### src/rtl/section_table_address_translator_top_assert.svh
// Assertion macros for the section table translator.
// SAT_ASSERT checks a property on every clock edge outside reset.
// SAT_ASSERT_NEXT checks that a condition leads to another in the next cycle.
`ifndef SECTION_TABLE_ADDRESS_TRANSLATOR_TOP_ASSERT_SVH
`define SECTION_TABLE_ADDRESS_TRANSLATOR_TOP_ASSERT_SVH

`ifndef SYNTHESIS

`define SAT_ASSERT(lbl, prop, msg) \
    lbl: assert property (@(posedge clk) disable iff (!rst_n) (prop)) else $error(msg);

`define SAT_ASSERT_NEXT(lbl, ante, cons, msg) \
    lbl: assert property (@(posedge clk) disable iff (!rst_n) (ante) |=> (cons)) \
        else $error(msg);

`else

`define SAT_ASSERT(lbl, prop, msg)

`define SAT_ASSERT_NEXT(lbl, ante, cons, msg)

`endif

`endif

### src/rtl/sat_pkg.sv
`timescale 1ns / 1ps

package sat_pkg;

    // Table geometry
    localparam int MAX_SECTIONS = 16;
    localparam int IDX_W        = $clog2(MAX_SECTIONS);
    localparam int CNT_W        = $clog2(MAX_SECTIONS + 1);

    // Configuration port
    localparam int CFG_IDX_W  = 1;
    localparam int CFG_DATA_W = 32;
    localparam logic [CFG_IDX_W-1:0] CFG_IMAGE_BASE    = 1'b0;
    localparam logic [CFG_IDX_W-1:0] CFG_SECTION_COUNT = 1'b1;

    // Operation codes
    localparam logic [2:0] OP_WRITE    = 3'd0;
    localparam logic [2:0] OP_OFF2ADDR = 3'd1;
    localparam logic [2:0] OP_ADDR2OFF = 3'd2;
    localparam logic [2:0] OP_ABS2OFF  = 3'd3;
    localparam logic [2:0] OP_FIND     = 3'd4;

    localparam logic [31:0] MISS_VALUE = 32'hFFFF_FFFF;

    typedef struct packed {
        logic [2:0]  operation;
        logic [3:0]  entry_index;
        logic [31:0] raw_pointer;
        logic [31:0] raw_size;
        logic [31:0] virtual_base;
        logic [63:0] entry_name;
        logic [31:0] query_value;
        logic [63:0] name_key;
        logic        name_filter_on;
    } in_beat_t;

    typedef struct packed {
        logic [31:0] result_value;
        logic        found;
        logic [3:0]  section_index;
    } out_beat_t;

    typedef struct packed {
        logic [31:0] raw_start;
        logic [31:0] raw_length;
        logic [31:0] virtual_base;
        logic [63:0] label;
    } entry_t;

    // Cut a name at its first zero byte; later bytes read as zero
    function automatic logic [63:0] cut_name(input logic [63:0] name);
        logic [63:0] cut;
        logic        keep;
        cut  = '0;
        keep = 1'b1;
        for (int b = 0; b < 8; b++)
        begin
            if (name[8*b +: 8] == 8'h00)
            begin
                keep = 1'b0;
            end
            if (keep)
            begin
                cut[8*b +: 8] = name[8*b +: 8];
            end
        end
        return cut;
    endfunction

endpackage

### src/rtl/section_table_address_translator_top.sv
`timescale 1ns / 1ps

// Section table translator. Sixteen section entries sit in one synchronous
// memory with a single port; a write beat loads one slot and answers through
// the done state and the output register. A query reads the entries 0 ..
// min(section_count, 16)-1 one per cycle through that port, into a
// two-stage compare pipeline, and stops at the first hit; when section_count
// is zero it answers as a miss without a read. One beat is in flight at a
// time; the next is taken once the result has moved to the output register,
// even while that register is still stalled. Configuration writes take
// effect on the next edge; the user must make them only while idle, and the
// block itself does not enforce this. Entries that were never written hold
// undefined contents.
`include "section_table_address_translator_top_assert.svh"

module section_table_address_translator_top
(
    input  logic                                clk,
    input  logic                                rst_n,
    input  logic                                cfg_write,
    input  logic [sat_pkg::CFG_IDX_W-1:0]       cfg_index,
    input  logic [sat_pkg::CFG_DATA_W-1:0]      cfg_data,
    input  logic                                in_valid,
    output logic                                in_stall,
    input  sat_pkg::in_beat_t                   in_beat,
    output logic                                out_valid,
    input  logic                                out_stall,
    output sat_pkg::out_beat_t                  out_beat
);

    typedef enum logic [1:0]
    {
        ST_IDLE,
        ST_SCAN,
        ST_DONE
    } state_t;

    // Control and configuration
    state_t                         state_reg, state_next;
    logic [31:0]                    image_base_reg, image_base_next;
    logic [sat_pkg::CNT_W-1:0]      section_count_reg, section_count_next;

    // Query context held for the scan
    logic [2:0]                     op_reg, op_next;
    logic [31:0]                    q_reg, q_next;
    logic [31:0]                    qmb_reg, qmb_next;
    logic [63:0]                    key_reg, key_next;
    logic                           filter_reg, filter_next;

    // Scan pipeline
    logic [sat_pkg::CNT_W-1:0]      issue_idx_reg, issue_idx_next;
    logic                           rd_valid_reg, rd_valid_next;
    logic [sat_pkg::IDX_W-1:0]      rd_idx_reg, rd_idx_next;
    logic                           s1_valid_reg, s1_valid_next;
    logic [sat_pkg::IDX_W-1:0]      s1_idx_reg, s1_idx_next;
    logic [31:0]                    s1_off_reg, s1_off_next;
    logic [31:0]                    s1_start_reg, s1_start_next;
    logic [31:0]                    s1_stop_reg, s1_stop_next;
    logic [31:0]                    s1_res1_reg, s1_res1_next;
    logic                           s1_name_ok_reg, s1_name_ok_next;

    // Result and output
    sat_pkg::out_beat_t             res_reg, res_next;
    logic                           out_valid_reg, out_valid_next;
    sat_pkg::out_beat_t             out_reg, out_next;

    // Memory
    sat_pkg::entry_t                mem [sat_pkg::MAX_SECTIONS];
    sat_pkg::entry_t                rd_data_reg;
    sat_pkg::entry_t                wr_entry;
    logic                           mem_we;
    logic                           mem_re;

    logic                           in_accept;
    logic                           out_free;
    logic [sat_pkg::CNT_W-1:0]      scan_lim;
    logic                           issue_more;
    logic                           range_ok;
    logic                           s1_match;
    logic                           hit_now;
    logic                           miss_now;

    assign in_stall  = (state_reg != ST_IDLE);
    assign in_accept = in_valid && !in_stall;
    assign out_valid = out_valid_reg;
    assign out_beat  = out_reg;
    assign out_free  = !out_valid_reg || !out_stall;

    // Clamp the scan length to the table depth
    assign scan_lim = (section_count_reg > sat_pkg::CNT_W'(sat_pkg::MAX_SECTIONS))
                    ? sat_pkg::CNT_W'(sat_pkg::MAX_SECTIONS) : section_count_reg;
    assign issue_more = (issue_idx_reg < scan_lim);

    // Decide on the entry in the second stage
    assign range_ok = (s1_off_reg >= s1_start_reg) && (s1_off_reg < s1_stop_reg);
    assign s1_match = (op_reg == sat_pkg::OP_FIND) ? s1_name_ok_reg
                    : ((!filter_reg || s1_name_ok_reg) && range_ok);
    assign hit_now  = (state_reg == ST_SCAN) && s1_valid_reg && s1_match;
    assign miss_now = (state_reg == ST_SCAN) && !issue_more && !rd_valid_reg && !s1_valid_reg;

    // Writes happen only on acceptance in idle, reads only during a scan
    assign mem_we = in_accept && (in_beat.operation == sat_pkg::OP_WRITE)
                  && ({1'b0, in_beat.entry_index} < sat_pkg::CNT_W'(sat_pkg::MAX_SECTIONS));
    assign mem_re = (state_reg == ST_SCAN) && issue_more && !hit_now;

    always_comb
    begin
        wr_entry.raw_start    = in_beat.raw_pointer;
        wr_entry.raw_length   = in_beat.raw_size;
        wr_entry.virtual_base = in_beat.virtual_base;
        wr_entry.label        = in_beat.entry_name;
    end

    // Section memory: one port, registered read
    always_ff @(posedge clk)
    begin
        if (mem_we)
        begin
            mem[in_beat.entry_index] <= wr_entry;
        end
        if (mem_re)
        begin
            rd_data_reg <= mem[issue_idx_reg[sat_pkg::IDX_W-1:0]];
        end
    end

    // Next-state logic
    always_comb
    begin
        state_next         = state_reg;
        image_base_next    = image_base_reg;
        section_count_next = section_count_reg;
        op_next            = op_reg;
        q_next             = q_reg;
        qmb_next           = qmb_reg;
        key_next           = key_reg;
        filter_next        = filter_reg;
        issue_idx_next     = issue_idx_reg;
        rd_valid_next      = 1'b0;
        rd_idx_next        = rd_idx_reg;
        s1_valid_next      = 1'b0;
        s1_idx_next        = s1_idx_reg;
        s1_off_next        = s1_off_reg;
        s1_start_next      = s1_start_reg;
        s1_stop_next       = s1_stop_reg;
        s1_res1_next       = s1_res1_reg;
        s1_name_ok_next    = s1_name_ok_reg;
        res_next           = res_reg;
        out_valid_next     = out_valid_reg && out_stall;
        out_next           = out_reg;

        // Take configuration writes
        if (cfg_write)
        begin
            case (cfg_index)
                sat_pkg::CFG_IMAGE_BASE:    image_base_next = cfg_data;
                sat_pkg::CFG_SECTION_COUNT: section_count_next = cfg_data[sat_pkg::CNT_W-1:0];
                default:                    image_base_next = image_base_reg;
            endcase
        end

        case (state_reg)
            ST_IDLE:
            begin
                if (in_accept)
                begin
                    op_next        = in_beat.operation;
                    q_next         = in_beat.query_value;
                    qmb_next       = in_beat.query_value - image_base_reg;
                    key_next       = sat_pkg::cut_name(in_beat.name_key);
                    filter_next    = in_beat.name_filter_on;
                    issue_idx_next = '0;
                    res_next.result_value  = sat_pkg::MISS_VALUE;
                    res_next.found         = 1'b0;
                    res_next.section_index = '0;
                    if (mem_we)
                    begin
                        res_next.found         = 1'b1;
                        res_next.section_index = in_beat.entry_index;
                    end
                    if ((in_beat.operation >= sat_pkg::OP_OFF2ADDR)
                        && (in_beat.operation <= sat_pkg::OP_FIND))
                    begin
                        state_next = ST_SCAN;
                    end
                    else
                    begin
                        state_next = ST_DONE;
                    end
                end
            end

            ST_SCAN:
            begin
                // Issue the next read
                if (mem_re)
                begin
                    issue_idx_next = issue_idx_reg + 1'b1;
                    rd_valid_next  = 1'b1;
                    rd_idx_next    = issue_idx_reg[sat_pkg::IDX_W-1:0];
                end
                // First stage: offsets, bounds and name compare
                if (rd_valid_reg && !hit_now)
                begin
                    s1_valid_next = 1'b1;
                    s1_idx_next   = rd_idx_reg;
                    s1_start_next = rd_data_reg.raw_start;
                    s1_stop_next  = rd_data_reg.raw_start + rd_data_reg.raw_length;
                    s1_res1_next  = (q_reg - rd_data_reg.raw_start)
                                  + (rd_data_reg.virtual_base + image_base_reg);
                    s1_name_ok_next = (sat_pkg::cut_name(rd_data_reg.label) == key_reg);
                    case (op_reg)
                        sat_pkg::OP_OFF2ADDR: s1_off_next = q_reg;
                        sat_pkg::OP_ADDR2OFF:
                            s1_off_next = (qmb_reg - rd_data_reg.virtual_base)
                                        + rd_data_reg.raw_start;
                        default:              s1_off_next = qmb_reg;
                    endcase
                end
                // Finish on the first hit, or once every entry has been seen
                if (hit_now)
                begin
                    res_next.found         = 1'b1;
                    res_next.section_index = s1_idx_reg;
                    case (op_reg)
                        sat_pkg::OP_FIND:     res_next.result_value = sat_pkg::MISS_VALUE;
                        sat_pkg::OP_OFF2ADDR: res_next.result_value = s1_res1_reg;
                        default:              res_next.result_value = s1_off_reg;
                    endcase
                    rd_valid_next = 1'b0;
                    s1_valid_next = 1'b0;
                    state_next    = ST_DONE;
                end
                else if (miss_now)
                begin
                    state_next = ST_DONE;
                end
            end

            ST_DONE:
            begin
                // Move the result to the output register once it is free
                if (out_free)
                begin
                    out_valid_next = 1'b1;
                    out_next       = res_reg;
                    state_next     = ST_IDLE;
                end
            end

            default:
            begin
                state_next = ST_IDLE;
            end
        endcase
    end

    // State and registered outputs
    always_ff @(posedge clk or negedge rst_n)
    begin
        if (!rst_n)
        begin
            state_reg         <= ST_IDLE;
            image_base_reg    <= '0;
            section_count_reg <= '0;
            op_reg            <= '0;
            q_reg             <= '0;
            qmb_reg           <= '0;
            key_reg           <= '0;
            filter_reg        <= 1'b0;
            issue_idx_reg     <= '0;
            rd_valid_reg      <= 1'b0;
            rd_idx_reg        <= '0;
            s1_valid_reg      <= 1'b0;
            s1_idx_reg        <= '0;
            s1_off_reg        <= '0;
            s1_start_reg      <= '0;
            s1_stop_reg       <= '0;
            s1_res1_reg       <= '0;
            s1_name_ok_reg    <= 1'b0;
            res_reg           <= '0;
            out_valid_reg     <= 1'b0;
            out_reg           <= '0;
        end
        else
        begin
            state_reg         <= state_next;
            image_base_reg    <= image_base_next;
            section_count_reg <= section_count_next;
            op_reg            <= op_next;
            q_reg             <= q_next;
            qmb_reg           <= qmb_next;
            key_reg           <= key_next;
            filter_reg        <= filter_next;
            issue_idx_reg     <= issue_idx_next;
            rd_valid_reg      <= rd_valid_next;
            rd_idx_reg        <= rd_idx_next;
            s1_valid_reg      <= s1_valid_next;
            s1_idx_reg        <= s1_idx_next;
            s1_off_reg        <= s1_off_next;
            s1_start_reg      <= s1_start_next;
            s1_stop_reg       <= s1_stop_next;
            s1_res1_reg       <= s1_res1_next;
            s1_name_ok_reg    <= s1_name_ok_next;
            res_reg           <= res_next;
            out_valid_reg     <= out_valid_next;
            out_reg           <= out_next;
        end
    end

    // Checks
    `SAT_ASSERT(a_no_rw_overlap, !(mem_we && mem_re), "memory read and write in one cycle")
    `SAT_ASSERT(a_pipe_in_scan, !(rd_valid_reg || s1_valid_reg) || (state_reg == ST_SCAN), "scan pipeline busy outside a scan")
    `SAT_ASSERT(a_issue_bound, issue_idx_reg <= sat_pkg::CNT_W'(sat_pkg::MAX_SECTIONS), "read index past the table")
    `SAT_ASSERT_NEXT(a_write_found, mem_we, res_reg.found && (state_reg == ST_DONE), "write beat not answered as found")

endmodule

### config.mk
export PLATFORM = sky130hd
export DESIGN_NAME = section_table_address_translator_top
export DESIGN_NICKNAME = d
export VERILOG_FILES = /design/src/rtl/sat_pkg.sv /design/src/rtl/section_table_address_translator_top.sv
export VERILOG_INCLUDE_DIRS = /design/src /design/src/rtl
export SDC_FILE = /design/constraint.sdc
export NUM_CORES = 2
export LEC_CHECK = 0
export BUFFER_PORTS_ARGS = -buffer_cell sky130_fd_sc_hd__clkbuf_2
export CAP_MARGIN = 30
export CORE_MARGIN = 2
export CORE_UTILIZATION = 50
export CTS_BUF_LIST = sky130_fd_sc_hd__clkbuf_8 sky130_fd_sc_hd__clkbuf_16
export DETAILED_ROUTE_END_ITERATION = 12
export PLACE_DENSITY = 0.73
export SLEW_MARGIN = 20
export SYNTH_ARGS = -nofsm -noshare
export SYNTH_HDL_FRONTEND = slang
export SYNTH_SLANG_ARGS = --single-unit
### constraint.sdc
create_clock -name clk -period 16.15 [get_ports clk]
set_clock_uncertainty 0.2 [all_clocks]
set_input_delay 3.23 -clock clk [delete_from_list [all_inputs] [get_ports clk]]
set_output_delay 3.23 -clock clk [all_outputs]
set_load 0.03 [all_outputs]
==> flow_summary.json <==
{
  "startpoint_type": "input port",
  "core_um2": 254000,
  "path_common_cell": "buf_4",
  "htreeDepth": 5,
  "grt_max_degree": 255,
  "m1WireLength_um": 124000,
  "min_period_ps": 7980,
  "gp_congestion": 0.940,
  "yosys_warnings": 0,
  "synth_cell_types": 70,
  "drt_pass1_iterations": 5,
  "finalWorstSetupSlack_ps": 8170,
  "synth-main-ff-cell": "edfxtp_1",
  "async_flop_share_pct": 12.5,
  "ys_seq_area_share_pct": 71.9,
  "maxCapViolCount": 0,
  "grt_pass1_wl_um": 463000,
  "power_leakage_uw": 0.0492,
  "numCtsBuffers": 326,
  "rr_endpoint": "mem[7][92]",
  "rr_startpoint": "state_reg[0]",
  "wl_met2_um": 154000,
  "grt_antenna_before_repair": 75,
  "tns_ps": 0,
  "finalWirelength_um": 318000,
  "seqCellArea_um2": 91500,
  "met3_length_um": 29900,
  "path_class": "in -> reg",
  "multi_input_area_um2": 33500,
  "holdBufCountCts": 0,
  "path_cells": "clkbuf_2 > o21bai_2 > or2_4 > nor4_1 > buf_4 > nand3_1 > nor2_4 > buf_4 > buf_4 > buf_4",
  "drc_errors": 0,
  "hpwl_um": 192000,
  "cp_slowest_stage_delay_ps": 860,
  "ir_drop_mv": 0.218,
  "final-setup-viol-count": 0,
  "portBuffers": 340,
  "synth_top_area_share_pct": 64.2,
  "cp_data_arrival_time_ps": 8320,
  "root_buffer": "clkbuf_16",
  "endpoint_kind": "flip-flop",
  "r2r_setup_slack_ps": 9960,
  "finalMaxSlewViolations": 0,
  "cts_sinks": 3110,
  "rr_worst_depth": 9,
  "cts_setup_buffers": 0,
  "powerDensity_nw_per_um2": 179,
  "cts_tree": "done",
  "syn_area_per_cell_um2": 19.0,
  "endpoint": "mem[7][92]",
  "hold_class": "reg -> reg",
  "critPathSlowestCell": "buf_4",
  "yosysTopAreaCell": "edfxtp_1",
  "tightest_slew_ps": 1370,
  "yosys-top-cells-area": "edfxtp_1, mux4_2, dfrtp_1, ha_1, fa_1",
  "postRouteAntennaNets": 0,
  "grt_setup_unrepaired": "false",
  "period_share_pct": 49.4,
  "status": "completed",
  "cp.required_ps": 16500,
  "grt_overflow": 0,
  "clock_latency_ps": 950,
  "crit_start": "in_valid",
  "wl_per_cell_um": 29.4,
  "die_w_um": 508,
  "ctsResizeCount": 0,
  "track_usage_pct": 24.6,
  "dieHeight_um": 508,
  "grt_pass1_vias": 67262,
  "area.growth.synth_to_final_pct": 13.2,
  "cp_max_fo": 51,
  "synth_seq_cells": 3110,
  "synthCells": 6695,
  "drt_iter0_markers": 7775,
  "via_per_inst": 6.13,
  "synth_area_um2": 127000,
  "dr_total_vias": 66338,
  "num_rows": 185,
  "fmax_mhz": 125,
  "top_layer_used": "met5",
  "drive_above_1_share_pct": 24.4,
  "initial_core_util_pct": 50.2,
  "nFillCells": 18450,
  "relSlewSlack_pct": 8.86,
  "largest_register_ffs": 2560,
  "synth_edf_count": 2720,
  "clockBufferDepth": 4,
  "io_pins": 341,
  "final_area_um2": 144000,
  "clk_pin_slew_ps": 60,
  "dieArea_um2": 259000,
  "hold_viol_final": 0,
  "dpl-instance-area_um2": 133000,
  "nets": 7787,
  "pre_cts_ws_ps": 7260,
  "syn-num-nets": 7285
}
## cell usage after synthesis, types with 25 or more instances
cell      instances
edfxtp_1       2720
mux4_2          800
dfrtp_1         390
inv_1           373
nand2_1         371
o21ai_0         264
clkbuf_1        240
ha_1            193
a21oi_1         174
nor2_1          163
fa_1             95
xnor2_1          81
a21o_1           75
a22o_1           62
xor2_1           62
mux2_2           59
nor2b_1          53
a211oi_1         47
nand3_1          41
buf_1            37
nor3_1           37
nor4_1           30
a221oi_1         27
a31oi_1          26
nand2b_1         25
## worst min-delay path by stage
stage                                 from  cells after the start  slack (ps)               end
final                      s1_stop_reg[19]                      2         280   s1_stop_reg[19]
after global routing       s1_stop_reg[13]                      2         300   s1_stop_reg[13]
after CTS                  s1_stop_reg[19]                      2         280   s1_stop_reg[19]
after detailed placement   s1_stop_reg[19]                      2         270   s1_stop_reg[19]
after global placement    s1_start_reg[12]                      2         260  s1_start_reg[12]
after floorplan             s1_name_ok_reg                      2         240    s1_name_ok_reg
## report_power, final
part | total, uW | internal [uW] | switching (uW) | leakage (uW)
logic | 8350 | 3620 | 4730 | 0.0147
registers | 10100 | 9440 | 672 | 0.0292
clock network | 7310 | 4300 | 3010 | 0.00534
total | 25800 | 17400 | 8410 | 0.0492
## layer usage
layer  GRT usage (%)  up-vias
met5               0        -
met4            7.66       60
met3            5.61      601
met2            39.5     3149
met1            33.9    34784
li1                -    27744
## cells in the final DEF, fill, tap and decap left out, drive strengths merged, types with 95 or more instances in the layout
master	instances
inv	441
buf	113
a21oi	175
nor2	163
mux4	800
clkbuf	682
fa	95
dfrtp	390
nand2	371
edfxtp	2720
o21ai	264
ha	193
clkinv	111
## metrics by stage
stage / total power, uW / cells / util [%] / hold slack [ps]
4_1_cts: 25800 / 10796 / 56.7 / 282
5_1_grt: 27000 / 10808 / 56.8 / 295
3_5_place_dp: 18500 / 10226 / 52.6 / 271
3_3_place_gp: 18300 / 10215 / 52.5 / 262
6_report: 25800 / 10829 / 56.8 / 279
2_1_floorplan: 16000 / 6695 / - / 238
## layout make-up
cell class,instances,area share [%]
inverter,373,0.977
sequential,3110,63.5
clock buffer,343,5.89
clock inverter,227,1.33
tap,3366,2.92
antenna,24,0.0417
timing repair buffer,452,2.10
multi-input combinational,2934,23.3
## logic make-up (layout without fill, tap and decap cells)
| family | count (synthesis) | count (layout) | share of synthesized area (%) |
|---|---|---|---|
| compound gates | 825 | 825 | 4.20 |
| xor+xnor | 143 | 143 | 0.984 |
| fa+ha+maj | 288 | 288 | 3.39 |
| buf+inv | 651 | 1395 | 1.92 |
| flops | 3110 | 3110 | 71.9 |
| mux | 862 | 862 | 14.7 |
| other cells | 0 | 24 | 0 |
| simple gates | 816 | 816 | 2.94 |
## worst max-delay path: cells and delay by family
family,cells,cell delay [ps]
AO/OA/AOI/OAI,1,140
buffers and inverters,5,2850
AND/OR/NAND/NOR,4,1880
Note: power is estimated with default switching activity, not from simulation.
